[src/rtl/swoi_pkg.sv]
`timescale 1ns / 1ps
// ----------------------------------------------------------------------------
// Square window obstacle inflation: shared definitions
// Register map, field widths, reset values and the stage-one control word.
// ----------------------------------------------------------------------------
package swoi_pkg;

  localparam int MAX_WIDTH_DEF  = 1024;
  localparam int MAX_MARGIN_DEF = 8;
  localparam int MAX_HEIGHT     = 4096;

  localparam int PIX_BITS    = 8;
  localparam int IMG_W_BITS  = 11;
  localparam int IMG_H_BITS  = 13;
  localparam int MARGIN_BITS = 4;
  localparam int CFG_IW      = 2;
  localparam int CFG_DW      = 13;

  localparam int RESET_WIDTH     = 640;
  localparam int RESET_HEIGHT    = 480;
  localparam int RESET_MARGIN    = 0;
  localparam int RESET_THRESHOLD = 125;

  typedef enum logic [CFG_IW-1:0] {
    REG_IMAGE_WIDTH    = 2'd0,
    REG_IMAGE_HEIGHT   = 2'd1,
    REG_MARGIN         = 2'd2,
    REG_DARK_THRESHOLD = 2'd3
  } cfg_reg_t;

  typedef enum logic {
    OP_PIXEL = 1'b0,
    OP_DRAIN = 1'b1
  } op_t;

  // Control word of the item in the read-modify-write stage.
  typedef struct packed {
    logic valid;
    logic emit;
    logic last;
    logic dark;
    logic row0;
    logic bypass;
  } s1_ctl_t;

  // Bits of a raster position, including the drain tail of a frame.
  function automatic int pos_bits(int max_w, int max_m);
    return $clog2(max_w * MAX_HEIGHT + (max_m + 1) * max_w + max_m);
  endfunction

  // Address bits of the pixel delay line; its depth exceeds the largest delay.
  function automatic int store_bits(int max_w, int max_m);
    return $clog2(max_m * max_w + max_m + 1);
  endfunction

endpackage

[src/rtl/swoi_win.sv]
`timescale 1ns / 1ps
// ----------------------------------------------------------------------------
// Square window obstacle inflation: window stage
// Updates the per-column dark distance, shifts the column flags, masks the
// pixel and holds the output word.
// ----------------------------------------------------------------------------
module swoi_win #(
  parameter int MAX_WIDTH  = swoi_pkg::MAX_WIDTH_DEF,
  parameter int MAX_MARGIN = swoi_pkg::MAX_MARGIN_DEF
) (
  input  logic                                  clk,
  input  logic                                  rst_n,
  input  swoi_pkg::s1_ctl_t                     ctl,
  input  logic [$clog2(MAX_WIDTH)-1:0]          s1_col,
  input  logic [swoi_pkg::PIX_BITS-1:0]         s1_pix,
  input  logic [2*MAX_MARGIN:0]                 s1_mask,
  input  logic [$clog2(MAX_MARGIN+1)-1:0]       m,
  input  logic                                  go,
  input  logic [$clog2(MAX_WIDTH)-1:0]          s0_col,
  input  logic [$clog2(2*MAX_MARGIN+2)-1:0]     rsd_rdata,
  input  logic [swoi_pkg::PIX_BITS-1:0]         store_rdata,
  output logic                                  rsd_we,
  output logic [$clog2(MAX_WIDTH)-1:0]          rsd_waddr,
  output logic [$clog2(2*MAX_MARGIN+2)-1:0]     rsd_wdata,
  output logic                                  en,
  input  logic                                  out_ready,
  output logic                                  out_valid,
  output logic [swoi_pkg::PIX_BITS-1:0]         out_pixel,
  output logic                                  out_last
);
  import swoi_pkg::*;

  localparam int MW   = $clog2(MAX_MARGIN + 1);
  localparam int RDW  = $clog2(2 * MAX_MARGIN + 2);
  localparam int SAT  = 2 * MAX_MARGIN + 1;
  localparam int WL   = 2 * MAX_MARGIN + 1;
  localparam int CMPW = (RDW > MW + 1) ? RDW : MW + 1;

  logic [WL-2:0]        win_r;
  logic                 fwd_v_r;
  logic [RDW-1:0]       fwd_val_r;
  logic                 out_valid_r;
  logic [PIX_BITS-1:0]  out_pixel_r;
  logic                 out_last_r;

  logic [RDW-1:0] rsd_old;
  logic [RDW-1:0] rsd_new;
  logic           flag0;
  logic [WL-1:0]  flags;
  logic           any_dark;
  logic           done;

  assign en   = ~out_valid_r | out_ready;
  assign done = en & ctl.valid;

  // The memory reads old data when the previous word writes the same column
  // in the same cycle, so that value is taken from the forward register.
  assign rsd_old = fwd_v_r ? fwd_val_r : rsd_rdata;

  always_comb begin
    if (ctl.dark) begin
      rsd_new = '0;
    end else if (ctl.row0) begin
      rsd_new = RDW'(SAT);
    end else if (rsd_old < RDW'(SAT)) begin
      rsd_new = rsd_old + RDW'(1);
    end else begin
      rsd_new = rsd_old;
    end
  end

  assign flag0    = CMPW'(rsd_new) <= CMPW'({m, 1'b0});
  assign flags    = {win_r, flag0};
  assign any_dark = |(flags & s1_mask);

  always_ff @(posedge clk) begin
    if (!rst_n) begin
      win_r       <= '0;
      fwd_v_r     <= 1'b0;
      out_valid_r <= 1'b0;
    end else begin
      if (done) begin
        win_r <= flags[WL-2:0];
      end
      if (go) begin
        fwd_v_r <= ctl.valid & (s1_col == s0_col);
      end
      if (en) begin
        out_valid_r <= ctl.valid & ctl.emit;
      end
    end
  end

  always_ff @(posedge clk) begin
    if (go) begin
      fwd_val_r <= rsd_new;
    end
    if (done && ctl.emit) begin
      if (any_dark) begin
        out_pixel_r <= '0;
      end else begin
        out_pixel_r <= ctl.bypass ? s1_pix : store_rdata;
      end
      out_last_r <= ctl.last;
    end
  end

  assign rsd_we    = done;
  assign rsd_waddr = s1_col;
  assign rsd_wdata = rsd_new;
  assign out_valid = out_valid_r;
  assign out_pixel = out_pixel_r;
  assign out_last  = out_last_r;

endmodule

[config.mk]
export PLATFORM = sky130hd
export DESIGN_NAME = swoi_win
export DESIGN_NICKNAME = d
export VERILOG_FILES = /design/src/rtl/swoi_pkg.sv /design/src/rtl/swoi_win.sv
export SDC_FILE = /design/constraint.sdc
export NUM_CORES = 1
export LEC_CHECK = 0
export BUFFER_PORTS_ARGS = -buffer_cell sky130_fd_sc_hd__buf_2
export CAP_MARGIN = 10
export CORE_ASPECT_RATIO = 0.6
export CORE_UTILIZATION = 45
export CTS_CLUSTER_DIAMETER = 30
export DETAILED_ROUTE_END_ITERATION = 12
export PLACE_DENSITY_LB_ADDON = 0.3
export SYNTH_ARGS = -nofsm -noshare
export SYNTH_HDL_FRONTEND = slang
export SYNTH_SLANG_ARGS = --single-unit
[constraint.sdc]
create_clock -name clk -period 3.62 [get_ports clk]
set_input_delay 0.724 -clock clk [delete_from_list [all_inputs] [get_ports clk]]
set_output_delay 0.724 -clock clk [all_outputs]
set_load 0.01 [all_outputs]
* Word-level counts from Yosys, hierarchy flattened
Cells that the tools add are included.
** Cells by class
- $add $sub $neg :: 1
- $lt $le $gt $ge :: 2
- Eq/ne operators :: 1
- Multiplexer cells :: 5
- Bitwise logic cells :: 6
- Reduce and logical (&&, ||, !) cells :: 2
** Operators with widths (number)
- $mux 5 :: 4
- $and 17x17->17 :: 1
- $reduce_or 17->1 :: 1
- $eq 10x10->1 :: 1
- $mux 8 :: 1
- $add 5x1->5 const B :: 1
- $le 5x5->1 :: 1
- $lt 5x5->1 const B :: 1
- $and 1x1->1 :: 3
- $logic_and 1x1->1 :: 1
- $not 1->1 :: 1
- $or 1x1->1 :: 1
** Word-level totals
- Bits in registers :: 32
- Input port bits :: 72
- Output and inout bits :: 27
- Logic and storage cells :: 23

* Logic depth before layout (Yosys ltp)
- Depth after elaboration :: 8
- Depth in mapped cells :: 12
- Mapped depth without buffers :: 10

* Worst setup path after synthesis
Ideal clock, no wire load.
- Kind :: input to register
- Start :: input rsd_rdata[4]
- End :: register out_pixel_r[0], in the netlist out_pixel[0], data pin
- Setup time :: 0.203 ns
- Arrival time :: 2.940 ns
- Data required time :: 3.417 ns
- Setup slack :: 0.478 ns
- Cell stages on the path :: 9
- Buffers on the path :: 1
- Cells stage by stage :: or3b_1 a211oi_2 xnor2_1 nor3_1 ha_1 and4_1 and2_1 clkbuf_1 a2111oi_1
** Between the ends
- Cells in the longest elaborated chain, start to end :: 8
- Elaborated cells between the ends (all ways) :: 9
- Classes of those cells :: add/sub (1); order compare (2); mux (4); bitwise (1); reduce/logical (1)
** RTL lines
- start, declared :: line swoi_win.sv:20 : input logic [$clog2(2*MAX_MARGIN+2)-1:0] rsd_rdata,
- $mux 5 :: line swoi_win.sv:58 : assign rsd_old = fwd_v_r ? fwd_val_r : rsd_rdata;
- $lt 5x5->1 :: line swoi_win.sv:65 : end else if (rsd_old < RDW'(SAT)) begin
- $mux 5 :: line swoi_win.sv:65
- $mux 5 :: line swoi_win.sv:63 : end else if (ctl.row0) begin
- $mux 5 :: line swoi_win.sv:61 : if (ctl.dark) begin
- named net rsd_wdata[3] :: line swoi_win.sv:24 : output logic [$clog2(2*MAX_MARGIN+2)-1:0] rsd_wdata,
- $le 5x5->1 :: line swoi_win.sv:72 : assign flag0 = CMPW'(rsd_new) <= CMPW'({m, 1'b0});
- $and 17x17->17 :: line swoi_win.sv:74 : assign any_dark = |(flags & s1_mask);
- $reduce_or 17->1 :: line swoi_win.sv:74
- end signal, assigned :: line swoi_win.sv:102 : out_pixel_r <= ctl.bypass ? s1_pix : store_rdata;
- end, declared :: line swoi_win.sv:43 : logic [PIX_BITS-1:0] out_pixel_r;
The timed path passes the listed nets, and every way through them passes these cells.
A chain may end at the register's enable or synchronous reset.

* Worst setup path in the final report
- Start :: register fwd_v_r
- End :: register out_pixel_r[5], in the netlist out_pixel[5], data pin
** Between the ends
- Cells in the longest elaborated chain, start to end :: 8
- Elaborated cells between the ends (all ways) :: 9
- Classes of those cells :: add/sub (1); order compare (2); mux (4); bitwise (1); reduce/logical (1)
** RTL lines
- start, declared :: line swoi_win.sv:40 : logic fwd_v_r;
- start signal, assigned :: line swoi_win.sv:86 : fwd_v_r <= ctl.valid & (s1_col == s0_col);
- $mux 5 * :: line swoi_win.sv:58
- $add 5x1->5 / $lt 5x5->1 (equally long branches) :: line swoi_win.sv:66, swoi_win.sv:65
- $mux 5 * :: line swoi_win.sv:65
- $mux 5 * :: line swoi_win.sv:63
- $mux 5 * :: line swoi_win.sv:61
- $le 5x5->1 * :: line swoi_win.sv:72
- $and 17x17->17 * :: line swoi_win.sv:74
- $reduce_or 17->1 * :: line swoi_win.sv:74
Every way passes the cells marked *; elsewhere a longest branch is shown, timed or not.

==> impl_metrics.yaml <==
synth:
  ys_async_sr_fraction: 0
  yosys.area_share.simple: 0.157
  synth_cell_type_count: 45
  synthCells: 197
  synth_compound_area_frac: 0.199
  synth_edf_count: 14
  synthAdderAreaFrac: 0.0325
  synth_seq_cells: 32
  synth_nets: 274
  avgSynthCellArea_sq_um: 9.76
  synthXorXnorAreaFrac: 0.0501
  yosysSeqAreaShare: 0.406
  synth_top_family_by_area: "compound AO/OA/AOI/OAI gates"
  netlist_area_sq_um: 1920
  synthFlopType: "dfxtp_1"
  synthMuxAreaShare: 0.0820
  synth_warnings: 0
power_and_ir_drop:
  peakVddDrop_uv: 185
  power_density_nw_per_um2: 343
  p_leak_nw: 1.08
final_layout:
  final_cells: 344
  ff_latch_area_sq_um: 781
  layout-drive-gt1-share: 0.401
  area_growth_pct: 29.3
  n_antenna_cell: 0
  fin_nets: 363
  fin_util: 0.642
  fillCellCount: 348
  multiInputGateArea_sq_um: 1000
setup_path:
  worstSetupEndpointType: "flip-flop"
  path_delay_family: "compound AO/OA/AOI/OAI gates"
  crit_path_start_kind: "flip-flop"
  path_common_cell: "ha_1"
  r2r_cells: 9
  path_depth: 9
  slowest_stage: "dfxtp_1"
  rr_startpoint: "fwd_v_r"
  cp_cell_sequence: "mux2i_1 > inv_1 > ha_1 > a21boi_0 > o21ai_0 > ha_1 > and4_1 > and2_1 > a2111oi_1"
  timing.critical_path.buf_inv: 1
  worstPathArrival_ps: 3090
  worstPathRequired_ps: 3680
  critPathLaunch: "fwd_v_r"
  path_max_fanout: 8
  max_stage_delay_ps: 510
  critical_path_class: "flip-flop to flip-flop"
die:
  ios: 99
  fp.dieW_um: 86.4
  row_count: 17
  initial_core_util: 0.497
  core_area_sq_um: 3870
  die_area_sq_um: 4550
  fp.dieH_um: 52.6
drt:
  drt-pass1-iter-count: 4
  vias: 1773
  wl_per_cell_um: 13.6
  routed_wl_mm: 4.67
  wirelength_met1_mm: 2.29
  drtIter0Drc: 99
  drcViolationCount: 0
  viasPerCell: 5.15
  top_layer_used: "met4"
  ant_nets: 0
  wl_met3_um: 449
  dr_wl_met2_mm: 1.91
clocking:
  cts-root-buf: "clkbuf_8"
  numCtsBuffers: 5
  cts_tree: "built"
  clk_pin_slew_ps: 60
  cts-resized-gates: 0
  post-cts-setup-buffers: 0
  clock_latency_ps: 280
  cts.sinks: 32
  cts-htree-levels: 2
  hold_buffers: 0
  cts_buffer_depth: 2
sta:
  hold_viol_final: 0
  relSlewSlack: 0.649
  rsz0062_at_grt: "no"
  min_period_ps: 3030
  slew_viol_final: 0
  min_period_over_period: 0.837
  worst_slew_pin_slew_ps: 525
  fmax_ghz: 0.330
  setup_viol: 0
  finClkSkew_ps: 7.54
  tns_ps: 0
flow_run:
  max-cap-violations: 0
run_status:
  status: "finished, final reports clean"
global_route:
  grt_pass1_vias: 1553
  grt_overflow_total: 0
  grt_pass1_wl_mm: 7.31
  antenna_found_initial: 0
  grt_max_degree: 21
  grtUsageTotal: 0.215
hold_path:
  min-delay-start: "win_r[15]"
  min_path_type: "flip-flop to flip-flop"
  hold_depth: 2
placed_design:
  place.port_buffers: 98
  dp.cells: 336
  dpl.hpwl_mm: 3.86
  finalWeightedCongestion: 1.04
-- cells in the mapped netlist, types with 2 or more instances --
cell type | count | area (sq um)
xor2_1 | 10 | 87.6
a21oi_1 | 3 | 15.0
nor2_1 | 4 | 15.0
nand2_1 | 37 | 139
a2111oi_1 | 7 | 70.1
nor4_1 | 3 | 18.8
a22o_1 | 4 | 35.0
buf_4 | 10 | 75.1
nand3_1 | 3 | 15.0
mux2_2 | 3 | 33.8
clkbuf_1 | 4 | 15.0
nand2b_1 | 2 | 12.5
a21boi_0 | 19 | 143
inv_1 | 6 | 22.5
nor3_1 | 3 | 15.0
a221oi_1 | 4 | 35.0
dfxtp_1 | 18 | 360
and3_1 | 2 | 12.5
ha_1 | 5 | 62.6
edfxtp_1 | 14 | 420
buf_1 | 2 | 7.51
mux2i_1 | 11 | 110
-- worst paths after layout --
path	end	slack, ps
max reg2reg	out_pixel[5]	590
min reg2reg	win_r[15]	480
min	win_r[15]	480
max	out_pixel[5]	590
-- report_power, final --
part           internal, mW  leakage (nW)  switching [mW]  total [mW]
Clock                 0.173        0.0515           0.122       0.296
Sequential            0.393         0.283         0.00721       0.400
Combinational        0.0744         0.742          0.0830       0.157
Total                 0.640          1.08           0.212       0.853
-- cells by family after synthesis --
| family | Yosys count |
|---|---|
| AO/OA/AOI/OAI | 46 |
| AND/OR/NAND/NOR | 63 |
| adder cells (fa/ha/maj) | 5 |
| XOR/XNOR | 11 |
| multiplexers | 15 |
| buffers and inverters | 25 |
| flip-flops | 32 |
-- cell usage in the layout, fill, tap and decap left out, types with 2 or more instances in the layout --
cell type / count
buf_2: 98
nand2_1: 37
a21boi_0: 19
dfxtp_1: 18
edfxtp_1: 14
mux2i_1: 11
xor2_1: 10
a2111oi_1: 7
clkbuf_8: 7
inv_1: 6
ha_1: 5
nor2_1: 4
a22o_1: 4
a221oi_1: 4
mux2_2: 3
nand3_1: 3
nor3_1: 3
nor4_1: 3
a21oi_1: 3
nand2b_1: 2
and3_1: 2
buf_4: 2
-- worst reg2reg max path, stage by stage (launching register included) --
cell and delay [ps]:
dfxtp_1 510, mux2i_1 380, inv_1 80, ha_1 280
a21boi_0 240, o21ai_0 150, ha_1 290, and4_1 210
and2_1 250, a2111oi_1 430
-- sequential cells by signal, indices dropped and copies added, names as in the netlist --
signal     count
out_valid      1
win_r         16
out_last       1
fwd_val_r      5
out_pixel      8
fwd_v_r        1
-- area by class of cell --
class / count / share of cell area
Clock buffer: 8 / 0.0403
Tap cell: 57 / 0.0287
Timing Repair Buffer: 100 / 0.203
Multi-Input combinational cell: 140 / 0.403
Inverter: 7 / 0.0106
Sequential cell: 32 / 0.314
-- per-layer routing --
metal  track usage  up-vias
met5             0        -
met4        0.0444        0
met3        0.0646        2
met2         0.321      101
met1         0.306      779
li1              -      891
-- stage by stage --
stage	total power, mW	area, sq um	hold WS, ps	setup slack (ps)
2_1_floorplan	0.494	1920	443	478
3_3_place_gp	0.565	2390	469	404
3_5_place_dp	0.565	2390	473	369
4_1_cts	0.856	2490	481	598
5_1_grt	0.895	2490	497	334
6_report	0.853	2490	480	590
Note: power is estimated with default switching activity, not from simulation.
