[config.mk]
export PLATFORM = sky130hd
export DESIGN_NAME = swoi_cfg
export DESIGN_NICKNAME = d
export VERILOG_FILES = /design/src/rtl/swoi_pkg.sv /design/src/rtl/swoi_cfg.sv
export SDC_FILE = /design/constraint.sdc
export NUM_CORES = 1
export LEC_CHECK = 0
export ABC_AREA = 0
export BUFFER_PORTS_ARGS = -buffer_cell sky130_fd_sc_hd__buf_2
export CAP_MARGIN = 20
export CELL_PAD_IN_SITES_DETAIL_PLACEMENT = 0
export CELL_PAD_IN_SITES_GLOBAL_PLACEMENT = 1
export CORE_UTILIZATION = 46
export CTS_CLUSTER_DIAMETER = 200
export CTS_CLUSTER_SIZE = 25
export DETAILED_ROUTE_END_ITERATION = 8
export PLACE_DENSITY = 0.82
export SKIP_CTS_REPAIR_TIMING = 1
export SLEW_MARGIN = 25
export SYNTH_ARGS = -nofsm -noshare
export SYNTH_HDL_FRONTEND = slang
export SYNTH_SLANG_ARGS = --single-unit
[constraint.sdc]
create_clock -name clk -period 7.3 [get_ports clk]
set_clock_uncertainty 0.1 [all_clocks]
set_input_delay 0.365 -clock clk [delete_from_list [all_inputs] [get_ports clk]]
set_output_delay 0.365 -clock clk [all_outputs]
set_load 0.01 [all_outputs]
[src/rtl/swoi_pkg.sv]
`timescale 1ns / 1ps
// ----------------------------------------------------------------------------
// Square window obstacle inflation: shared definitions
// Register map, field widths, reset values and the stage-one control word.
// ----------------------------------------------------------------------------
package swoi_pkg;

  localparam int MAX_WIDTH_DEF  = 1024;
  localparam int MAX_MARGIN_DEF = 8;
  localparam int MAX_HEIGHT     = 4096;

  localparam int PIX_BITS    = 8;
  localparam int IMG_W_BITS  = 11;
  localparam int IMG_H_BITS  = 13;
  localparam int MARGIN_BITS = 4;
  localparam int CFG_IW      = 2;
  localparam int CFG_DW      = 13;

  localparam int RESET_WIDTH     = 640;
  localparam int RESET_HEIGHT    = 480;
  localparam int RESET_MARGIN    = 0;
  localparam int RESET_THRESHOLD = 125;

  typedef enum logic [CFG_IW-1:0] {
    REG_IMAGE_WIDTH    = 2'd0,
    REG_IMAGE_HEIGHT   = 2'd1,
    REG_MARGIN         = 2'd2,
    REG_DARK_THRESHOLD = 2'd3
  } cfg_reg_t;

  typedef enum logic {
    OP_PIXEL = 1'b0,
    OP_DRAIN = 1'b1
  } op_t;

  // Control word of the item in the read-modify-write stage.
  typedef struct packed {
    logic valid;
    logic emit;
    logic last;
    logic dark;
    logic row0;
    logic bypass;
  } s1_ctl_t;

  // Bits of a raster position, including the drain tail of a frame.
  function automatic int pos_bits(int max_w, int max_m);
    return $clog2(max_w * MAX_HEIGHT + (max_m + 1) * max_w + max_m);
  endfunction

  // Address bits of the pixel delay line; its depth exceeds the largest delay.
  function automatic int store_bits(int max_w, int max_m);
    return $clog2(max_m * max_w + max_m + 1);
  endfunction

endpackage

[src/rtl/swoi_cfg.sv]
`timescale 1ns / 1ps
// ----------------------------------------------------------------------------
// Square window obstacle inflation: configuration
// Register file, range clamping and the derived frame size and delay.
// ----------------------------------------------------------------------------
module swoi_cfg #(
  parameter int MAX_WIDTH  = swoi_pkg::MAX_WIDTH_DEF,
  parameter int MAX_MARGIN = swoi_pkg::MAX_MARGIN_DEF
) (
  input  logic                                                   clk,
  input  logic                                                   rst_n,
  input  logic                                                   cfg_we,
  input  logic [swoi_pkg::CFG_IW-1:0]                            cfg_index,
  input  logic [swoi_pkg::CFG_DW-1:0]                            cfg_wdata,
  output logic [$clog2(MAX_WIDTH+1)-1:0]                         w_o,
  output logic [$clog2(MAX_MARGIN+1)-1:0]                        m_o,
  output logic [swoi_pkg::pos_bits(MAX_WIDTH, MAX_MARGIN)-1:0]   total_o,
  output logic [swoi_pkg::pos_bits(MAX_WIDTH, MAX_MARGIN)-1:0]   delay_o,
  output logic [swoi_pkg::pos_bits(MAX_WIDTH, MAX_MARGIN)-1:0]   end_o,
  output logic [swoi_pkg::PIX_BITS-1:0]                          thr_o,
  output logic                                                   blk_o
);
  import swoi_pkg::*;

  localparam int WW = $clog2(MAX_WIDTH + 1);
  localparam int MW = $clog2(MAX_MARGIN + 1);
  localparam int HW = $clog2(MAX_HEIGHT + 1);
  localparam int QW = pos_bits(MAX_WIDTH, MAX_MARGIN);

  logic [IMG_W_BITS-1:0]  width_r;
  logic [IMG_H_BITS-1:0]  height_r;
  logic [MARGIN_BITS-1:0] margin_r;
  logic [PIX_BITS-1:0]    thr_r;
  logic [1:0]             blk_r;

  logic [WW-1:0] w_c;
  logic [HW-1:0] h_c;
  logic [MW-1:0] m_c;

  logic [WW-1:0] w_r;
  logic [MW-1:0] m_r;
  logic [QW-1:0] total_r;
  logic [QW-1:0] delay_r;
  logic [QW-1:0] end_r;

  always_ff @(posedge clk) begin
    if (!rst_n) begin
      width_r  <= IMG_W_BITS'(RESET_WIDTH);
      height_r <= IMG_H_BITS'(RESET_HEIGHT);
      margin_r <= MARGIN_BITS'(RESET_MARGIN);
      thr_r    <= PIX_BITS'(RESET_THRESHOLD);
      blk_r    <= 2'b11;
    end else begin
      blk_r <= {blk_r[0], cfg_we};
      if (cfg_we) begin
        case (cfg_index)
          REG_IMAGE_WIDTH:    width_r  <= cfg_wdata[IMG_W_BITS-1:0];
          REG_IMAGE_HEIGHT:   height_r <= cfg_wdata[IMG_H_BITS-1:0];
          REG_MARGIN:         margin_r <= cfg_wdata[MARGIN_BITS-1:0];
          REG_DARK_THRESHOLD: thr_r    <= cfg_wdata[PIX_BITS-1:0];
          default: ;
        endcase
      end
    end
  end

  always_comb begin
    if (width_r == '0) begin
      w_c = WW'(1);
    end else if (int'(width_r) > MAX_WIDTH) begin
      w_c = WW'(MAX_WIDTH);
    end else begin
      w_c = WW'(width_r);
    end

    if (height_r == '0) begin
      h_c = HW'(1);
    end else if (int'(height_r) > MAX_HEIGHT) begin
      h_c = HW'(MAX_HEIGHT);
    end else begin
      h_c = HW'(height_r);
    end

    if (int'(margin_r) > MAX_MARGIN) begin
      m_c = MW'(MAX_MARGIN);
    end else begin
      m_c = MW'(margin_r);
    end
  end

  // Two register stages: products first, then the end position from them.
  // The input is held off from a write until both stages hold the new values.
  always_ff @(posedge clk) begin
    w_r     <= w_c;
    m_r     <= m_c;
    total_r <= QW'(w_c) * QW'(h_c);
    delay_r <= QW'(m_c) * QW'(w_c) + QW'(m_c);
    end_r   <= total_r + delay_r - QW'(1);
  end

  assign w_o     = w_r;
  assign m_o     = m_r;
  assign total_o = total_r;
  assign delay_o = delay_r;
  assign end_o   = end_r;
  assign thr_o   = thr_r;
  assign blk_o   = cfg_we | (|blk_r);

endmodule

## Word-level counts from Yosys, hierarchy flattened

Index checks and enable logic that the tools add are counted.

- Add/subtract/negate cells: 3
- Multipliers: 2
- $lt $le $gt $ge: 3
- Equality and inequality tests: 3
- Mux-type cells: 5
- Bitwise logic cells: 1
- Reduce and logical (&&, ||, !) cells: 8

Operators with widths:

| kind | count |
|---|---|
| 13-bit two-way mux | 2 |
| 23-bit by 16-bit adder with 23-bit output | 1 |
| 11-bit by 13-bit multiplier with 23-bit output | 1 |
| 23-bit by 1-bit subtractor with 23-bit output, second input constant | 1 |
| 11-bit two-way mux | 2 |
| 15-bit by 4-bit adder with 16-bit output | 1 |
| 4-bit by 11-bit multiplier with 15-bit output | 1 |
| 13-bit greater-than comparator, second input constant | 1 |
| 13-bit zero test | 1 |
| 11-bit greater-than comparator, second input constant | 1 |
| 11-bit zero test | 1 |
| 2-bit AND reduction | 4 |
| 2-bit == test, second input constant | 2 |
| 4-bit greater-than comparator, second input constant | 1 |
| 4-bit two-way mux | 1 |
| 2-bit by 1-bit == test with 1-bit output, second input constant | 1 |
| 2-bit zero test | 1 |
| 2-bit OR reduction | 1 |
| 1-bit OR | 1 |

- Register bits after elaboration: 115
- Bits of input ports: 18
- Word-level logic and storage cells: 35

## Longest topological paths before layout

- Depth after elaboration: 5
- Depth in mapped cells: 25
- Mapped depth without buffers: 24

## Least setup slack after synthesis

Ideal clock, no wire load.

- Path type: register to register
- From: register width_r[4]
- To: register total_r[20], in the netlist total_o[20]
- Library setup time: 0.114 ns
- Arrival: 5.524 ns
- Data required time: 7.086 ns
- Slack: 1.561 ns
- Stages on the path, launching flop included: 22
- Buffers on the path: 1
- Period minus slack after synthesis: 5.739 ns
- Cells stage by stage: dfxtp_1 nor4_1 nand3_1 o21ai_0 nand2_1 inv_1 clkbuf_1 nand2_1 fa_1 fa_1 fa_1 inv_1 fa_1 fa_1 ha_1 o21a_1 o211ai_1 a21oi_1 a21boi_0 o21ai_1 mux2i_1 a2111oi_0

- Longest elaborated chain between the ends: 4

RTL lines:

| what | line | source |
|---|---|---|
| start, declared | swoi_cfg.sv:30 | `logic [IMG_W_BITS-1:0] width_r;` |
| start signal, assigned | swoi_cfg.sv:48 | `width_r <= IMG_W_BITS'(RESET_WIDTH);` |
| start signal, assigned | swoi_cfg.sv:57 | `REG_IMAGE_WIDTH: width_r <= cfg_wdata[IMG_W_BITS-1:0];` |
| 11-bit greater-than comparator | swoi_cfg.sv:70 | `end else if (int'(width_r) > MAX_WIDTH) begin` |
| 11-bit two-way mux | swoi_cfg.sv:70 |  |
| 11-bit two-way mux (*) | swoi_cfg.sv:68 | `if (width_r == '0) begin` |
| named net w_c[6] | swoi_cfg.sv:36 | `logic [WW-1:0] w_c;` |
| 11-bit by 13-bit multiplier with 23-bit output (*) | swoi_cfg.sv:96 | `total_r <= QW'(w_c) * QW'(h_c);` |
| end signal, assigned | swoi_cfg.sv:96 |  |
| end, declared | swoi_cfg.sv:42 | `logic [QW-1:0] total_r;` |

Mark *: on every way through the listed nets, which the timed path passes. The rest lies on a longest branch.
A chain may end at the register's enable or synchronous reset.

## Final worst setup path

- From: register width_r[4]
- To: register total_r[20], in the netlist total_o[20]

- Longest elaborated chain between the ends: 4

RTL lines:

| what | line |
|---|---|
| 11-bit greater-than comparator | swoi_cfg.sv:70 |
| 11-bit two-way mux | swoi_cfg.sv:70 |
| 11-bit two-way mux (*) | swoi_cfg.sv:68 |
| 11-bit by 13-bit multiplier with 23-bit output (*) | swoi_cfg.sv:96 |

Mark *: on every way between the ends. The rest lies on a longest branch, timed or not.

==> results list <==
- Final estimated routing congestion in global placement: 0.923
- For the pin with the worst max-slew slack, the measured transition is 0.999 ns.
* Pleak: 6.40 nW
- Timing analysis after detailed placement gives a worst setup slack of 0.983 ns.
- Worst-path clk slew: 0.06 ns
* H-tree depth: 4
- Startpoint type of the worst setup path: register
- The tightest min-delay check is of the input pin to register type.
- The final max-slew violation count was 0.
* Largest stage delay on the critical path: 0.54 ns
- Cell mode on critical path: fa_1
* Endpoint of the worst register-to-register path: total_o[20]
- The worst setup path is of the register to register kind.
- For this run, the top clock speed supported by timing is 157 MHz.
- Layout net count: 1,626
- CP Max Fanout: 11
- Met2 layer usage reported by global route: 0.366
- In this run the core area contains 55 standard-cell rows.
- The wire-length estimate of the detail-placed layout is 20,800 um.
* Overall fraction of global-route tracks in use: 0.228
- Vias per inst: 5.06
* Sequence of cells on the critical path: nor4_1 > nand3_1 > o21ai_0 > nand2_1 > inv_1 > nand2_1 > fa_1 > fa_1 > fa_1 > inv_1 > fa_1 > fa_1 > ha_1 > a21oi_1 > o211ai_1 > a21boi_0 > o21ai_1 > mux2i_1 > a2111oi_0
* Cell with the largest stage delay on the worst path: fa_1
* Slew margin rel.: 0.332
- Grt met3 use: 0.0357
- Setup repair after global routing left no endpoint under its margin.
* Time the final worst path needs with I/O delays and setup: 6.38 ns
* Register area share after synthesis: 0.213
- In the synthesized netlist the dominant register cell turns out to be dfxtp_1.
* Number of buffers inserted during clock tree synthesis: 17
- 111 I/O pins were placed.
- Synthesis inferred 115 register bits.
- Entering global routing, the biggest net connects 39 pins.
* Router iterations before antenna repair: 5
- Area leader, netlist: fa_1
- Cell types with the largest area share after synthesis: fa_1 (22%), dfxtp_1 (21%), ha_1 (15%), inv_1 (8.2%), nand2_1 (6.7%)
- In the global route stage, met1 resource usage came out at 0.312.
- The number of endpoints with negative hold slack in the final report was 0.
- The clock drives 115 sinks.
- Maximum vdd drop: 131 uV
* Routed length per placed instance: 15.4 um
- The layout has 2,201 filler cells.
- Run status: complete, no violations
- Setup violations remaining at the end of the flow were counted as 0.
* Top post-synthesis cells by count: inv_1 (236), nand2_1 (192), ha_1 (128)
- Synthesis warning total: 0
* Mapped Avg Cell Area: 8.47 um2
* Core area: 22,800 um2
- Total length of routed wires: 25,900 um
* Root buffer selected by CTS: clkbuf_16
* Buffers from clock root to sink, at most: 2
- The via count of the first global-routing pass came to 8,425.
- The most common cell in the synthesized netlist is inv_1.
- The worst setup path is captured at a register.
* Antenna violations before repair: 0
- After the first detailed-routing iteration, the DRC count stood at 442.
- R2r setup slk: 0.92 ns
- After detailed routing, the number of remaining DRC violations is 0.
* Antenna viol nets, final: 0
* Final sum of negative setup slack: 0 ns
* Antenna diode count: 0
- TritonCTS built the clock tree.
- Synthesis produced a netlist whose cell count is 1,274.
* Depth of the most critical reg-to-reg path: 19
* Die boundary height: 155 um
- Cell Pwr Density: 229 nW/um2
- Yosys mapped a number of flops with a built-in enable equal to 0.
* Async set-or-reset flop fraction in the synthesized netlist: 0
- Share of the synthesized area in the top cell type: 0.221
- Floorplan die area: 24,100 um2
- Across the run, the number of max-cap violations was 0.
* Area of the mapped netlist: 10,800 um2
* Area grow syn2layout: 12.9%
- After global routing the overflow that remains totals 0.
- Summing over every cut layer, the via total after detailed routing is 8,528.
- Data arrival time of the worst path: 6.57 ns
- For the worst setup path, the data required time is 7.49 ns.
- The later pin in the worst-skew pair is clocked with a latency of 0.42 ns.
- Buffers on Ports: 103
- Library cells used by synthesis: 56
* Width of the die: 155 um
- Post-route fraction of the period consumed by the critical path: 0.874
* Effective utilization at floorplan: 0.472
- First-pass GRT wire length: 42,600 um
- Most used routing layer: met2
* R2r startpoint: width_r[4]
* HP Start: cfg_wdata[8]
- In the final layout, the share of cells above drive strength 1 is 0.110.
- Worst setup slack after layout: 0.918 ns
* Hold path cells: 3
* Hold Path End: height_r[8]
per-layer routing:
layer,up-vias,part of all wire
met2,294,0.45
met3,50,0.055
met1,4022,0.47
met4,0,0.027
li1,4162,-
met5,-,0
through the flow:
step	cell area [um2]	hold WS (ns)	total power [mW]	instances	util
2_1_floorplan	10800	0.304	1.62	1280	-
3_3_place_gp	11600	0.310	1.91	1655	0.506
3_5_place_dp	11600	0.319	1.92	1655	0.506
4_1_cts	12200	0.0650	2.82	1687	0.533
5_1_grt	12200	0.0912	3.02	1687	0.533
6_report	12200	0.0731	2.79	1687	0.533
state kept, by name, summed over array words and instances (netlist names):
| signal | count |
|---|---|
| total_o | 23 |
| w_o | 11 |
| end_o | 23 |
| blk_r | 2 |
| m_o | 4 |
| width_r | 11 |
| thr_o | 8 |
| height_r | 13 |
| margin_r | 4 |
| delay_o | 16 |
how the worst max path moves through the flow:
stage               start     endpoint  slack [ns]  cells past startpoint
6_report       width_r[4]  total_o[20]        0.92                     19
5_1_grt        width_r[4]  total_o[20]        0.30                     19
4_1_cts        width_r[4]  total_o[20]        0.91                     19
3_5_place_dp   width_r[4]  total_o[20]        0.98                     19
3_3_place_gp   width_r[4]  total_o[20]        1.18                     19
2_1_floorplan  width_r[4]  total_o[20]        1.56                     21
cell type report:
type,count,area (um2),share of cell area
inverters,239,897,0.0737
repair buffers,109,561,0.0460
well taps,313,392,0.0322
multi-input cells,879,7410,0.608
flip-flops and latches,115,2300,0.189
clock inverters,13,171,0.0141
clock buffers,19,443,0.0364
layout by cell type (no fill, tap or decap), types with 16 or more instances in the layout:
cell       count
a21boi_0      22
xnor2_1       35
nand2_1      192
a21o_1        20
nor2_1        99
a21oi_1       40
nor2b_1       24
o21ai_0       19
clkbuf_16     17
fa_1         119
buf_2        103
nand2b_1      21
ha_1         128
inv_1        236
and2_1        16
nand3_1       20
dfxtp_1      114
power by group:
group	switching [mW]	internal [mW]	total [mW]
logic	0.647	0.481	1.13
registers	0.0439	0.736	0.779
clock network	0.335	0.551	0.886
total	1.03	1.77	2.79
logic make-up (layout without fill, tap and decap cells):
| group | count (synthesis) | in the layout | synth area share |
|---|---|---|---|
| buffers and inverters | 286 | 380 | 0.102 |
| adders and majority gates | 247 | 247 | 0.369 |
| muxes | 6 | 6 | 0.00557 |
| and+or+nand+nor | 420 | 420 | 0.176 |
| DFF | 115 | 115 | 0.213 |
| AOI/OAI and AO/OA | 151 | 151 | 0.0949 |
| xor gates and xnor gates | 48 | 48 | 0.0390 |
| other | 1 | 7 | 0.000348 |
critical path: cells and delay by family (launching register included):
| kind | cells | cell delay [ns] |
|---|---|---|
| muxes | 1 | 0.15 |
| AOI/OAI and AO/OA | 6 | 1.69 |
| and+or+nand+nor | 4 | 0.84 |
| DFF | 1 | 0.33 |
| buffers and inverters | 2 | 0.40 |
| adders and majority gates | 6 | 2.72 |
(Power assumes the default switching activity.)
