`src/rtl/swoi_pkg.sv`:
```
`timescale 1ns / 1ps
// ----------------------------------------------------------------------------
// Square window obstacle inflation: shared definitions
// Register map, field widths, reset values and the stage-one control word.
// ----------------------------------------------------------------------------
package swoi_pkg;

  localparam int MAX_WIDTH_DEF  = 1024;
  localparam int MAX_MARGIN_DEF = 8;
  localparam int MAX_HEIGHT     = 4096;

  localparam int PIX_BITS    = 8;
  localparam int IMG_W_BITS  = 11;
  localparam int IMG_H_BITS  = 13;
  localparam int MARGIN_BITS = 4;
  localparam int CFG_IW      = 2;
  localparam int CFG_DW      = 13;

  localparam int RESET_WIDTH     = 640;
  localparam int RESET_HEIGHT    = 480;
  localparam int RESET_MARGIN    = 0;
  localparam int RESET_THRESHOLD = 125;

  typedef enum logic [CFG_IW-1:0] {
    REG_IMAGE_WIDTH    = 2'd0,
    REG_IMAGE_HEIGHT   = 2'd1,
    REG_MARGIN         = 2'd2,
    REG_DARK_THRESHOLD = 2'd3
  } cfg_reg_t;

  typedef enum logic {
    OP_PIXEL = 1'b0,
    OP_DRAIN = 1'b1
  } op_t;

  // Control word of the item in the read-modify-write stage.
  typedef struct packed {
    logic valid;
    logic emit;
    logic last;
    logic dark;
    logic row0;
    logic bypass;
  } s1_ctl_t;

  // Bits of a raster position, including the drain tail of a frame.
  function automatic int pos_bits(int max_w, int max_m);
    return $clog2(max_w * MAX_HEIGHT + (max_m + 1) * max_w + max_m);
  endfunction

  // Address bits of the pixel delay line; its depth exceeds the largest delay.
  function automatic int store_bits(int max_w, int max_m);
    return $clog2(max_m * max_w + max_m + 1);
  endfunction

endpackage

```
`src/rtl/swoi_seq.sv`:
```
`timescale 1ns / 1ps
// ----------------------------------------------------------------------------
// Square window obstacle inflation: input sequencer
// Tracks raster positions, issues memory accesses and loads stage one.
// ----------------------------------------------------------------------------
module swoi_seq #(
  parameter int MAX_WIDTH  = swoi_pkg::MAX_WIDTH_DEF,
  parameter int MAX_MARGIN = swoi_pkg::MAX_MARGIN_DEF
) (
  input  logic                                                   clk,
  input  logic                                                   rst_n,
  input  logic                                                   in_valid,
  input  swoi_pkg::op_t                                          in_op,
  input  logic [swoi_pkg::PIX_BITS-1:0]                          in_pix,
  output logic                                                   in_ready,
  input  logic                                                   en,
  input  logic                                                   blk,
  input  logic [$clog2(MAX_WIDTH+1)-1:0]                         w,
  input  logic [$clog2(MAX_MARGIN+1)-1:0]                        m,
  input  logic [swoi_pkg::pos_bits(MAX_WIDTH, MAX_MARGIN)-1:0]   total,
  input  logic [swoi_pkg::pos_bits(MAX_WIDTH, MAX_MARGIN)-1:0]   delay,
  input  logic [swoi_pkg::pos_bits(MAX_WIDTH, MAX_MARGIN)-1:0]   end_pos,
  input  logic [swoi_pkg::PIX_BITS-1:0]                          thr,
  output logic                                                   go_o,
  output logic [$clog2(MAX_WIDTH)-1:0]                           col_o,
  output logic                                                   store_we,
  output logic [swoi_pkg::store_bits(MAX_WIDTH, MAX_MARGIN)-1:0] store_waddr,
  output logic [swoi_pkg::store_bits(MAX_WIDTH, MAX_MARGIN)-1:0] store_raddr,
  output swoi_pkg::s1_ctl_t                                      ctl_o,
  output logic [$clog2(MAX_WIDTH)-1:0]                           s1_col_o,
  output logic [swoi_pkg::PIX_BITS-1:0]                          s1_pix_o,
  output logic [2*MAX_MARGIN:0]                                  s1_mask_o
);
  import swoi_pkg::*;

  localparam int WW = $clog2(MAX_WIDTH + 1);
  localparam int CW = $clog2(MAX_WIDTH);
  localparam int MW = $clog2(MAX_MARGIN + 1);
  localparam int QW = pos_bits(MAX_WIDTH, MAX_MARGIN);
  localparam int AW = store_bits(MAX_WIDTH, MAX_MARGIN);
  localparam int WL = 2 * MAX_MARGIN + 1;
  localparam int SW = WW + MW + 2;

  logic [QW-1:0] q_r;
  logic [CW-1:0] col_r;
  logic [CW-1:0] oc_r;
  logic          row0_r;

  s1_ctl_t        ctl_r;
  logic [CW-1:0]  s1_col_r;
  logic [PIX_BITS-1:0] s1_pix_r;
  logic [WL-1:0]  s1_mask_r;

  logic          acc;
  logic          is_real;
  logic          ignore;
  logic          go;
  logic          started;
  logic          frame_done;
  logic          col_last;
  logic          oc_last;
  logic [QW-1:0] p;
  logic [SW-1:0] reach;
  logic [WL-1:0] mask;

  assign in_ready = en & ~blk & rst_n;
  assign acc      = in_valid & in_ready;
  assign is_real  = q_r < total;
  // A drain word that arrives before the frame is complete is dropped.
  assign ignore   = is_real & (in_op == OP_DRAIN);
  assign go       = acc & ~ignore;
  assign started  = q_r >= delay;
  assign frame_done = started & (q_r >= end_pos);
  assign col_last = (WW'(col_r) + WW'(1)) == w;
  assign oc_last  = (WW'(oc_r) + WW'(1)) == w;
  assign p        = q_r - delay;

  // Window lane k looks at column oc + m - k; keep the lanes inside the row.
  assign reach = SW'(oc_r) + SW'(m);
  always_comb begin
    for (int k = 0; k < WL; k++) begin
      mask[k] = (SW'(k) <= SW'({m, 1'b0})) && (SW'(k) <= reach) &&
                ((SW'(k) + SW'(w)) > reach);
    end
  end

  always_ff @(posedge clk) begin
    if (!rst_n) begin
      q_r        <= '0;
      col_r      <= '0;
      oc_r       <= '0;
      row0_r     <= 1'b1;
      ctl_r      <= '0;
    end else if (en) begin
      ctl_r.valid  <= go;
      ctl_r.emit   <= started & (q_r <= end_pos);
      ctl_r.last   <= q_r == end_pos;
      ctl_r.dark   <= is_real & (in_pix < thr);
      ctl_r.row0   <= row0_r;
      ctl_r.bypass <= delay == '0;
      if (go) begin
        if (frame_done) begin
          q_r    <= '0;
          col_r  <= '0;
          oc_r   <= '0;
          row0_r <= 1'b1;
        end else begin
          q_r <= q_r + QW'(1);
          if (col_last) begin
            col_r  <= '0;
            row0_r <= 1'b0;
          end else begin
            col_r <= col_r + CW'(1);
          end
          if (started) begin
            oc_r <= oc_last ? '0 : oc_r + CW'(1);
          end
        end
      end
    end
  end

  always_ff @(posedge clk) begin
    if (go) begin
      s1_col_r  <= col_r;
      s1_pix_r  <= in_pix;
      s1_mask_r <= mask;
    end
  end

  assign go_o        = go;
  assign col_o       = col_r;
  assign store_we    = go & is_real;
  assign store_waddr = q_r[AW-1:0];
  assign store_raddr = p[AW-1:0];
  assign ctl_o       = ctl_r;
  assign s1_col_o    = s1_col_r;
  assign s1_pix_o    = s1_pix_r;
  assign s1_mask_o   = s1_mask_r;

endmodule

```
`config.mk`:
```
export PLATFORM = sky130hd
export DESIGN_NAME = swoi_seq
export DESIGN_NICKNAME = d
export VERILOG_FILES = /design/src/rtl/swoi_pkg.sv /design/src/rtl/swoi_seq.sv
export SDC_FILE = /design/constraint.sdc
export NUM_CORES = 1
export LEC_CHECK = 0
export BUFFER_PORTS_ARGS = -buffer_cell sky130_fd_sc_hd__buf_2
export CORE_MARGIN = 4
export CORE_UTILIZATION = 42
export DETAILED_ROUTE_END_ITERATION = 12
export SLEW_MARGIN = 20
export SYNTH_ARGS = -nofsm -noshare
export SYNTH_HDL_FRONTEND = slang
export SYNTH_SLANG_ARGS = --single-unit
```
`constraint.sdc`:
```
create_clock -name clk -period 8.3 [get_ports clk]
set_input_delay 1.66 -clock clk [delete_from_list [all_inputs] [get_ports clk]]
set_output_delay 1.66 -clock clk [all_outputs]
set_load 0.02 [all_outputs]
```
Word-level counts from Yosys, hierarchy flattened
Index checks and enable logic that the tools add are counted.
- bits in registers: 85
- output and inout bits: 82
- input port bits: 106
- word-level logic and storage cells: 152
- reductions and logical operators: 39
- order comparisons: 55
- $add $sub $neg: 23
- multiplexer cells: 8
- equality and inequality tests: 3
- bitwise gates (word level): 11
- operators by type and width (cell ; count):
    > comparator 12 x 11 -> 1 bit ; 16
    adder 4 x 11 -> 12 bit, first input constant ; 8
    less-or-equal comparator 4 x 11 -> 1 bit, first input constant ; 8
    2-to-1 mux 10 bit ; 5
    adder 3 x 11 -> 12 bit, first input constant ; 4
    greater-or-equal comparator 23 bit ; 2
    less-or-equal comparator 3 x 11 -> 1 bit, first input constant ; 4
    less-or-equal comparator 4 x 5 -> 1 bit, first input constant ; 8
    logical AND 1 bit ; 33
    adder 2 x 11 -> 12 bit, first input constant ; 2
    adder 23 x 1 -> 23 bit, second input constant ; 1
    == test 23 bit ; 1
    less-or-equal comparator 23 bit ; 1
    logical NOT 23 bit ; 1
    < comparator 23 bit ; 1
    2-to-1 mux 23 bit ; 1
    adder 10 x 1 -> 11 bit, second input constant ; 2
    == test 11 bit ; 2
    less-or-equal comparator 1 x 11 -> 1 bit, first input constant ; 2
    less-or-equal comparator 2 x 11 -> 1 bit, first input constant ; 2
    adder 10 x 1 -> 10 bit, second input constant ; 2
    less-or-equal comparator 3 x 5 -> 1 bit, first input constant ; 4
    subtractor 14 bit ; 1
    adder 1 x 11 -> 12 bit, first input constant ; 1
    other kinds (14) ; 27

Depth between registers and ports, before layout
Gate-level depths: netlist of run 1.
- word-level depth: 6
- depth in mapped cells: 16
- mapped depth without buffers: 14

Least setup slack after synthesis of run 1
Ideal clock, no wire load.
- path kind: input-to-output
- start: input port total[18] (netlist bit)
- end: output port go_o
- data arrival time: 4443 ps
- path slack: 2197 ps
- buffers on the path: 2
- data required time: 6640 ps
- cell stages on the path: 9
- cells stage by stage: inv_1 -> ha_1 -> nand4_1 -> nor4_1 -> a22oi_1 -> a41o_1 -> clkbuf_1 -> inv_1 -> buf_1
- word-level cells in the longest chain between the ends: 4
- ends and longest elaborated chain (what ; RTL line ; RTL):
    start: declaration ; swoi_seq.sv:20 ; input logic [swoi_pkg::pos_bits(MAX_WIDTH, MAX_MARGIN)-1:0] total,
    < comparator 23 bit ; swoi_seq.sv:68 ; assign is_real = q_r < total;
    bitwise AND 1 bit ; swoi_seq.sv:70 ; assign ignore = is_real & (in_op == OP_DRAIN);
    inverter 1 bit ; swoi_seq.sv:71 ; assign go = acc & ~ignore;
    bitwise AND 1 bit ; swoi_seq.sv:71 ;
    end: declaration ; swoi_seq.sv:24 ; output logic go_o,
Every way passes these cells.

Worst setup path after layout of run 1
- start: input port m[0]
- end: register s1_mask_r[15] (netlist: s1_mask_o[15]), data pin
- word-level cells in the longest chain between the ends: 4
- elaborated cells between the ends (all ways): 6
- classes of those cells: add/sub: 1; order compare: 3; reduce/logical: 2
- ends and longest elaborated chain (what ; RTL line ; RTL):
    start: declaration ; swoi_seq.sv:19 ; input logic [$clog2(MAX_MARGIN+1)-1:0] m,
    adder 10 x 4 -> 11 bit ; swoi_seq.sv:79 ; assign reach = SW'(oc_r) + SW'(m);
    less-or-equal comparator 4 x 11 -> 1 bit ; swoi_seq.sv:82 ; mask[k] = (SW'(k) <= SW'({m, 1'b0})) && (SW'(k) <= reach) &&
    logical AND 1 bit ; swoi_seq.sv:82 ;
    logical AND 1 bit (*) ; swoi_seq.sv:82 ;
    net mask[15] ; swoi_seq.sv:64 ; logic [WL-1:0] mask;
    end signal: assignment ; swoi_seq.sv:127 ; s1_mask_r <= mask;
    end: declaration ; swoi_seq.sv:52 ; logic [WL-1:0] s1_mask_r;
Mark *: on every way through the listed nets, which the timed path passes. The rest lies on a longest branch.
A chain may end at the register's enable or synchronous reset.

==> results.yml, run 1 <==
run_status:
  outcome: "finished, final reports clean"
critical_path:
  cp_slowest_stage_delay_ps: 630
  path_cells: "buf_2 > ha_1 > fa_1 > a21o_1 > a21oi_1 > nor2_1 > xnor2_2 > buf_4 > ha_1 > nand2_1 > or3_1 > mux2i_1 > nor4bb_1 > a311oi_1 > a311oi_1"
  path_max_fanout: 9
  cp-start-kind: "primary input"
  ff2ff_path_depth: 14
  critPathRequiredTime_ps: 8480
  endpoint_kind: "register"
  worstPathArrival_ps: 5860
  slowest_stage: "xnor2_2"
  critPathKind: "in -> reg"
clock_tree:
  cts_setup_buffers: 0
  ctsLongestPathBuffers: 2
  cts_made_buffers: 9
  hold_buffers: 0
  cts.sinks: 85
  post_cts_resized: 0
  insertion_delay_ps: 360
  htreeDepth: 3
  cts_root_buffer: "clkbuf_16"
  cts_tree: "yes"
  clkSlewWorstSetupHoldPaths_ps: 80
detailed_routing:
  remaining_drc_errors: 0
  via_per_inst: 5.75
  drt-wirelength-per-cell_um: 20.3
  first_iter_violations: 870
  firstDrtPassIters: 5
  ant_nets: 0
  drt_wl_total_um: 42200
  num_vias: 12000
synthesis:
  synth_cell_types: 79
  syn_inst: 1551
  synth-seq-cells: 85
  avgSynthCellArea_um2: 8.04
  yosys_warnings: 0
  synth-edff-count: 35
  synthArstFlopShare_pct: 0
  syn_area_um2: 12500
  syn_nets: 1869
  seq_area_frac_synth_pct: 16.5
  synth_ff_type: "dfxtp_1"
sta:
  hold_viol: 0
  fin_skew_ps: 19.4
  period_minus_slack_ps: 5690
  tightest_slew_ps: 1030
  rsz0062_at_grt: "no"
  fin_crit_sh_pct: 68.5
  timing.fmax_mhz: 176
  max-slew-margin-rel_pct: 31.1
  tns_ps: 0
  slew_viol_final: 0
  setup_viol: 0
power:
  power_density_nw_per_um2: 95.2
  internal_power_uw: 872
  vdd_drop_max_uv: 106
  leakagePower_uw: 0.00620
  power.share.clock_pct: 34.3
  power_uw: 1340
  seqPwrFrac_pct: 32.8
  switchingPower_uw: 465
  swShare_pct: 34.8
  combPwrFrac_pct: 32.8
run:
  drv_cap: 0
placement:
  dp_hpwl_um: 31800
  port-buffer-count: 187
  gp_congestion: 0.936
global_route:
  grt_use_total_pct: 25.1
  grt_max_degree: 60
  antenna_found_initial: 0
  grt_pass1_vias: 11800
  grt_pass1_wl_um: 65800
  grt-ovfl-total: 0
min_path:
  hold_path_depth: 1
  hold_class: "reg -> reg"
layout:
  nets: 2011
  antenna_cells: 0
  area.growth.synth_to_final_pct: 12.7
  final_layout_size_suffix_gt1_share_pct: 14.5
floorplanning:
  ios: 188
  core_area_um2: 29000
  start_util_pct: 43.0
  die_h_um: 180
  dieWidth_um: 180
  fp-row-count: 62
  die_area_um2: 32500
per-layer routing:
| metal | global-route usage [%] | share of wire (%) | wire length, µm |
|---|---|---|---|
| met1 | 33.7 | 44 | 18800 |
| met3 | 5.07 | 8.2 | 3450 |
| met4 | 8.62 | 3.5 | 1460 |
| met2 | 40.4 | 44 | 18500 |
| met5 | 0 | 0 | 0 |
cell type report:
cell class              instances  area [µm²]
multi-input cells            1279        9700
flip-flops and latches         85        2050
well taps                     384         480
inverters                     113         424
fillers                      2890       15000
clock buffers                  11         254
repair buffers                205        1070
clock inverters                 5        63.8
path summary, 6_finish.rpt:
| kind | from | end | slack, ps |
|---|---|---|---|
| min | row0_r$_SDFFE_PN1P_ | row0_r$_SDFFE_PN1P_ | 470 |
| max reg2reg | oc_r[0]$_SDFFE_PN0P_ | s1_mask_o[15]$_DFFE_PP_ | 3650 |
| min reg2reg | row0_r$_SDFFE_PN1P_ | row0_r$_SDFFE_PN1P_ | 470 |
| max | m[0] | s1_mask_o[15]$_DFFE_PP_ | 2610 |
worst max-delay path: cells and delay by family:
| kind | cells | cell delay [ps] |
|---|---|---|
| buffers and inverters | 2 | 460 |
| and+or+nand+nor | 4 | 910 |
| adders and majority gates | 3 | 830 |
| muxes | 1 | 230 |
| xor gates and xnor gates | 1 | 630 |
| AOI/OAI and AO/OA | 4 | 1120 |
cell usage after synthesis, drive strengths merged (4+ instances only):
cell	number	area, µm²
o22ai	5	31.3
a211o	7	61.3
a21boi	4	30.0
a31oi	18	113
nand3	67	335
ha	210	2630
edfxtp	35	1050
dfxtp	50	1000
mux2i	9	90.1
o21bai	5	37.5
a311oi	7	61.3
maj3	32	320
o21a	8	60.1
or2	7	43.8
or3	15	93.8
xnor2	150	1330
nor3	30	150
o31ai	4	30.0
a2111oi	6	53.8
inv	113	424
a21oi	84	420
nand2	111	417
nor2b	20	125
nor4	20	125
and3b	5	43.8
a32oi	6	52.6
nand2b	18	113
xor2	67	587
and2	18	113
buf	31	181
a221oi	4	35.0
nor3b	4	35.0
a21o	34	255
a211oi	14	110
and3	15	93.8
nor2	130	488
o211ai	13	97.6
o21ai	33	165
a221o	5	50.1
nand4	40	250
clkbuf	43	161
logic make-up after synthesis:
| logic type | count (synthesis) | share of synthesized area [%] |
|---|---|---|
| adders and majority gates | 244 | 24.0 |
| DFF | 85 | 16.5 |
| muxes | 9 | 0.723 |
| and+or+nand+nor | 517 | 20.6 |
| AOI/OAI and AO/OA | 286 | 15.6 |
| xor gates and xnor gates | 223 | 16.5 |
| buffers and inverters | 187 | 6.15 |
through the flow:
step	hold WS [ps]	utilization, %	cells	cell area, µm²	setup WS, ps
after floorplan	426	-	1551	12500	2200
after detailed placement	450	47.3	2066	13700	2310
after global routing	494	48.4	2082	14000	2290
after global placement	438	47.3	2066	13700	2500
after CTS	467	48.4	2082	14000	2710
final	466	48.4	2082	14000	2610
power groups by stage:
| stage | Clock [µW] | Combinational [µW] | Sequential (µW) |
|---|---|---|---|
| floorplan | 0 | 296 | 452 |
| global placement | 0 | 425 | 448 |
| detailed placement | 0 | 431 | 448 |
| CTS | 469 | 433 | 439 |
| global route | 480 | 487 | 439 |
| finish | 459 | 439 | 439 |
sequential cells by signal, indices dropped and copies added, names as in the netlist:
signal and count:
q_r 23, oc_r 10, ctl_o 6, row0_r 1
col_o 10, s1_pix_o 8, s1_col_o 10, s1_mask_o 17
cell usage in the layout, fill, tap and decap left out, types with 5 or more instances in the layout:
master / count
ha_1: 210
buf_2: 187
xnor2_1: 144
nor2_1: 130
nand2_1: 111
inv_1: 110
a21oi_1: 84
nand3_1: 67
xor2_1: 66
dfxtp_1: 50
nand4_1: 40
edfxtp_1: 35
a21o_1: 34
maj3_1: 32
o21ai_0: 31
nor3_1: 30
nor4_1: 20
nor2b_1: 20
nand2b_1: 18
a31oi_1: 18
and2_1: 18
buf_4: 18
and3_1: 15
or3_1: 15
a211oi_1: 13
o211ai_1: 13
clkbuf_16: 10
mux2i_1: 9
o21a_1: 8
a311oi_1: 7
a211o_1: 7
or2_2: 6
a32oi_1: 6
o21bai_1: 5
and3b_1: 5
xnor2_2: 5
a221o_1: 5
a2111oi_0: 5
o22ai_1: 5
(Power assumes the default switching activity.)
==> run 2, diff against run 1 <==
clock period = 5.4 ns   (was 8.3 ns; I/O delays follow)
==> run 2 against run 1 <==
  * Sequential share of layout area shrank 0.18 points
  * Global-route usage grew 1.3 points
  * Critical path type unchanged
  * Die area is the same
  * Clock power grew 44%
  * Non-clock buffer count grew 28
==> results.yml, run 2 (synthesized netlist as in run 1, its figures left out) <==
layout:
  fill_cells: 2869
  final_cell_mix: "210 x ha_1, 187 x buf_2, 144 x xnor2_1"
  layout_commonest_cell: "ha_1"
  top_register: "q_r"
  final_layout_size_suffix_gt1_share_pct: 16.0
  finish.utilization_pct: 49.0
  antenna_cells: 0
  area.growth.synth_to_final_pct: 14.1
  nets: 2039
  largest_reg_flops: 23
sta:
  fin_crit_sh_pct: 83.5
  hold_viol: 0
  tightest_slew_ps: 1080
  period_minus_slack_ps: 4510
  slew_viol_final: 0
  setup_viol: 0
  max-slew-margin-rel_pct: 27.0
  timing.fmax_mhz: 222
  setup_ws_ps: 893
  tns_ps: 0
  rsz0062_at_grt: "no"
  fin_skew_ps: 23.3
  whs_ps: 460
critical_path:
  cp_slowest_stage_delay_ps: 780
  path_cells: "buf_2 > ha_1 > o21ai_0 > o21ba_2 > nor3b_2 > xnor2_2 > buf_4 > maj3_1 > a211o_1 > a311oi_1 > a311oi_1"
  critPathKind: "in -> reg"
  critPathMostFrequentCell: "a311oi_1"
  cp-start-kind: "primary input"
  path_delay_family: "compound AO/OA/AOI/OAI gates"
  critPathRequiredTime_ps: 5510
  cp.buffers_inverters: 2
  rrSetupSlack_ps: 1340
  slowest_stage: "nor3b_2"
  path_max_fanout: 13
  worstPathArrival_ps: 4620
  endpoint_kind: "register"
global_route:
  grt_use_total_pct: 26.4
  antenna_found_initial: 0
  grt_pass1_vias: 12100
  grt_pass1_wl_um: 68800
  grt-ovfl-total: 0
  grt_max_degree: 36
floorplanning:
  die_area_um2: 32500
  die_h_um: 180
  ios: 188
  dieWidth_um: 180
  fp-row-count: 62
  core_area_um2: 29000
  start_util_pct: 43.0
detailed_routing:
  firstDrtPassIters: 5
  drt_wl_total_um: 44100
  first_iter_violations: 898
  drt-wirelength-per-cell_um: 20.9
  num_vias: 12200
  remaining_drc_errors: 0
  ant_nets: 0
  via_per_inst: 5.79
run_status:
  outcome: "finished, final reports clean"
clock_tree:
  hold_buffers: 0
  insertion_delay_ps: 370
  cts_tree: "yes"
  htreeDepth: 3
  cts_setup_buffers: 0
  post_cts_resized: 0
  cts_made_buffers: 9
  ctsLongestPathBuffers: 2
  cts_root_buffer: "clkbuf_16"
  cts.sinks: 85
  clkSlewWorstSetupHoldPaths_ps: 90
run:
  drv_cap: 0
placement:
  dp_slack_ps: 559
  port-buffer-count: 187
  dp_hpwl_um: 34200
  gp_congestion: 0.995
power:
  power_density_nw_per_um2: 143
  vdd_drop_max_uv: 155
  power_uw: 2030
  leakagePower_uw: 0.00631
min_path:
  hold_class: "reg -> reg"
-- run 2: worst reg2reg max path, stage by stage (launching register included) --
cell and delay (ps):
dfxtp_1 400, ha_1 270, fa_1 410, a21o_1 200, a21oi_1 170, buf_4 180, nor2_1 90, xnor2_2 560
ha_1 240, nand2_1 40, or3_1 330, or4_1 550, o311ai_0 290, a31oi_1 70
-- run 2: per-stage QoR --
step,area (µm²),instances
2_1_floorplan,12500,1551
3_3_place_gp,13900,2094
3_5_place_dp,13900,2094
4_1_cts,14200,2110
5_1_grt,14200,2110
6_report,14200,2110
-- run 2: worst paths after layout --
kind,startpoint,end,cells past startpoint
max,m[3],s1_mask_o[15]$_DFFE_PP_,11
min,row0_r$_SDFFE_PN1P_,row0_r$_SDFFE_PN1P_,1
max reg2reg,oc_r[0]$_SDFFE_PN0P_,s1_mask_o[16]$_DFFE_PP_,13
min reg2reg,row0_r$_SDFFE_PN1P_,row0_r$_SDFFE_PN1P_,1
-- run 2: final cells by class --
| class | instances | area, µm² | share of cell area [%] |
|---|---|---|---|
| inverter | 113 | 424 | 2.98 |
| multi-input combinational | 1279 | 9690 | 68.1 |
| tap | 384 | 480 | 3.38 |
| clock inverter | 6 | 52.6 | 0.370 |
| clock buffer | 10 | 239 | 1.68 |
| timing repair buffer | 233 | 1280 | 9.01 |
| sequential | 85 | 2050 | 14.4 |
-- run 2: where the power goes --
group	internal, µW	leakage (µW)	switching, µW
Sequential	672	0.000719	2.54
Clock	334	0.000138	326
Combinational	286	0.00546	411
Total	1290	0.00631	740
-- run 2: routing by layer --
metal  global-route usage, %  up-vias  part of all wire (%)
li1                        -     5892                     -
met1                    36.0     5772                    45
met2                    43.5      483                    45
met3                    3.96       77                   7.0
met4                    7.32        0                   2.7
met5                       0        -                     0
==> run 3, diff against run 2 <==
ABC_AREA = 1   (was unset)
clock period = 3.71 ns   (was 5.4 ns; I/O delays follow)
==> run 3 against run 2 <==
  * Routed wire length grew 17%
  * Critical path depth is 3 lower
  * Die area increased by 8.7%
  * Area after synthesis rose by 9.1%
  * Non-clock buffer count grew 41
  * Cell area increased by 11%
  * Clock skew shrank 13 ps
  * Sequential cell count did not move
  * Sequential power is 46% higher
  * Count of clock-buffer cells in the layout unchanged
==> results.yml, run 3 <==
run_status:
  outcome: "finished, final reports clean"
critical_path:
  critPathKind: "reg -> out"
  cp-start-kind: "register"
  rrSetupSlack_ps: 660
  endpoint_kind: "output pin"
  critPathRequiredTime_ps: 2970
  regToRegEndpoint: "s1_mask_o[9]$_DFFE_PP_"
  path_max_fanout: 6
  worstPathArrival_ps: 2790
  ff2ff_path_depth: 20
  r2r-start: "oc_r[2]$_SDFFE_PN0P_"
synthesis:
  synth.top_cell.area_share_pct: 19.3
  yosys_warnings: 0
  seq_area_frac_synth_pct: 15.1
  synth.area.top_cells: "ha_1 19%, nand2_1 18%, inv_1 10%"
  syn_nets: 2538
  synthAdderAreaFrac_pct: 19.6
  synth-edff-count: 35
  synth_mux_area_share_pct: 0.166
  synth_compound_area_share_pct: 8.08
  syn_area_um2: 13600
  synth_cell_types: 43
  synthSimpleGateAreaFrac_pct: 36.6
  ys_top_cells_by_count: "658 x nand2_1, 363 x inv_1, 241 x nor2_1, 210 x ha_1, 132 x nand3_1"
  avgSynthCellArea_um2: 6.13
  synth_most_common_cell: "nand2_1"
  syn_inst: 2220
  synth_ff_type: "dfxtp_1"
  yosysTopAreaCell: "ha_1"
  synth_top_family_by_area: "simple AND/OR/NAND/NOR gates"
  synth_xor_xnor_area_share_pct: 7.98
  synthArstFlopShare_pct: 0
  synth-seq-cells: 85
layout:
  area.growth.synth_to_final_pct: 16.0
  final_cell_mix: "658 x nand2_1, 362 x inv_1, 241 x nor2_1"
  instances_no_fill: 2859
  antenna_cells: 0
  layout_commonest_cell: "nand2_1"
  nets: 2770
  top_register: "q_r"
  final_layout_size_suffix_gt1_share_pct: 14.6
  largest_reg_flops: 23
sta:
  max-slew-margin-rel_pct: 43.5
  hold_viol: 0
  tightest_slew_ps: 847
  fin_crit_sh_pct: 95.1
  period_minus_slack_ps: 3530
  rsz0062_at_grt: "no"
  fin_skew_ps: 10.1
  timing.fmax_mhz: 283
  setup_viol: 0
  slew_viol_final: 0
  tns_ps: 0
clock_tree:
  ctsLongestPathBuffers: 2
  cts_root_buffer: "clkbuf_16"
  cts_tree: "yes"
  clkSlewWorstSetupHoldPaths_ps: 70
  post_cts_resized: 0
  cts_setup_buffers: 0
  hold_buffers: 0
  cts_made_buffers: 9
  htreeDepth: 3
  cts.sinks: 85
  insertion_delay_ps: 370
floorplanning:
  fp-row-count: 65
  core_area_um2: 31700
  die_h_um: 188
  start_util_pct: 42.9
  dieWidth_um: 188
  die_area_um2: 35300
  ios: 188
min_path:
  hold_class: "reg -> reg"
  min_to: "ctl_o[0]$_SDFFE_PN0P_"
  hold_path_depth: 2
  hold_start: "ctl_o[0]$_SDFFE_PN0P_"
power:
  power_density_nw_per_um2: 198
  vdd_drop_max_uv: 228
  power_uw: 3130
  leakagePower_uw: 0.00862
global_route:
  grt_max_degree: 46
  grt_use_total_pct: 28.5
  grt-ovfl-total: 0
  grt_pass1_vias: 14100
  grt_pass1_wl_um: 78900
  antenna_found_initial: 1
placement:
  gp_congestion: 0.994
  dp_hpwl_um: 41500
  port-buffer-count: 187
  place_inst: 2843
run:
  drv_cap: 0
detailed_routing:
  num_vias: 15000
  first_iter_violations: 1350
  ant_nets: 0
  firstDrtPassIters: 5
  drt-wirelength-per-cell_um: 18.1
  via_per_inst: 5.24
  remaining_drc_errors: 0
  drt_wl_total_um: 51800
-- run 3: routing by layer --
metal  GRT usage [%]  wire length, µm  share of wire, %
met1            40.0            23400                45
met2            43.5            21800                42
met3            6.72             4950               9.6
met4            8.64             1610               3.1
met5               0                0                 0
-- run 3: cell type report --
class	instances	area, µm²
repair buffers	274	1650
multi-input cells	1710	9850
inverters	372	1400
fillers	3332	15900
clock buffers	10	229
clock inverters	6	95.1
flip-flops and latches	85	2050
well taps	402	503
-- run 3: logic make-up (layout without fill, tap and decap cells) --
logic type / Yosys count / count (layout)
XOR/XNOR: 124 / 124
AND/OR/NAND/NOR: 1169 / 1169
multiplexers: 2 / 2
AO/OA/AOI/OAI: 203 / 203
flip-flops: 85 / 85
buffers and inverters: 425 / 662
adder cells (fa/ha/maj): 212 / 212
-- run 3: power by group --
group          internal [µW]  leakage [µW]  switching [µW]
sequential               979      0.000730            4.76
clock                    598      0.000151             438
combinational            405       0.00774             706
-- run 3: critical path, cell delays in order, from the launching register on --
cell,delay [ps]
dfxtp_1,470
inv_2,130
ha_1,230
fa_1,410
o21ai_0,380
a21oi_1,210
o21ai_0,230
xor2_1,170
buf_2,190
-- run 3: worst max path at each step --
stage                         from                       to  depth (start not counted)
6_report       q_r[0]$_SDFFE_PN0P_          store_raddr[12]                          8
5_1_grt        q_r[0]$_SDFFE_PN0P_          store_raddr[12]                          8
2_1_floorplan                 m[0]  s1_mask_o[16]$_DFFE_PP_                         16
3_5_place_dp                  w[1]  s1_mask_o[13]$_DFFE_PP_                         15
3_3_place_gp                  w[1]  s1_mask_o[13]$_DFFE_PP_                         15
4_1_cts        q_r[0]$_SDFFE_PN0P_          store_raddr[12]                          8
-- run 3: stage by stage --
stage	hold slack, ps	util [%]	setup WS, ps	instance area (µm²)
6_report	466	49.7	180	15800
5_1_grt	496	49.7	28.8	15800
4_1_cts	471	49.7	205	15800
3_5_place_dp	461	48.7	175	15500
3_3_place_gp	458	48.7	192	15500
2_1_floorplan	420	-	525	13600
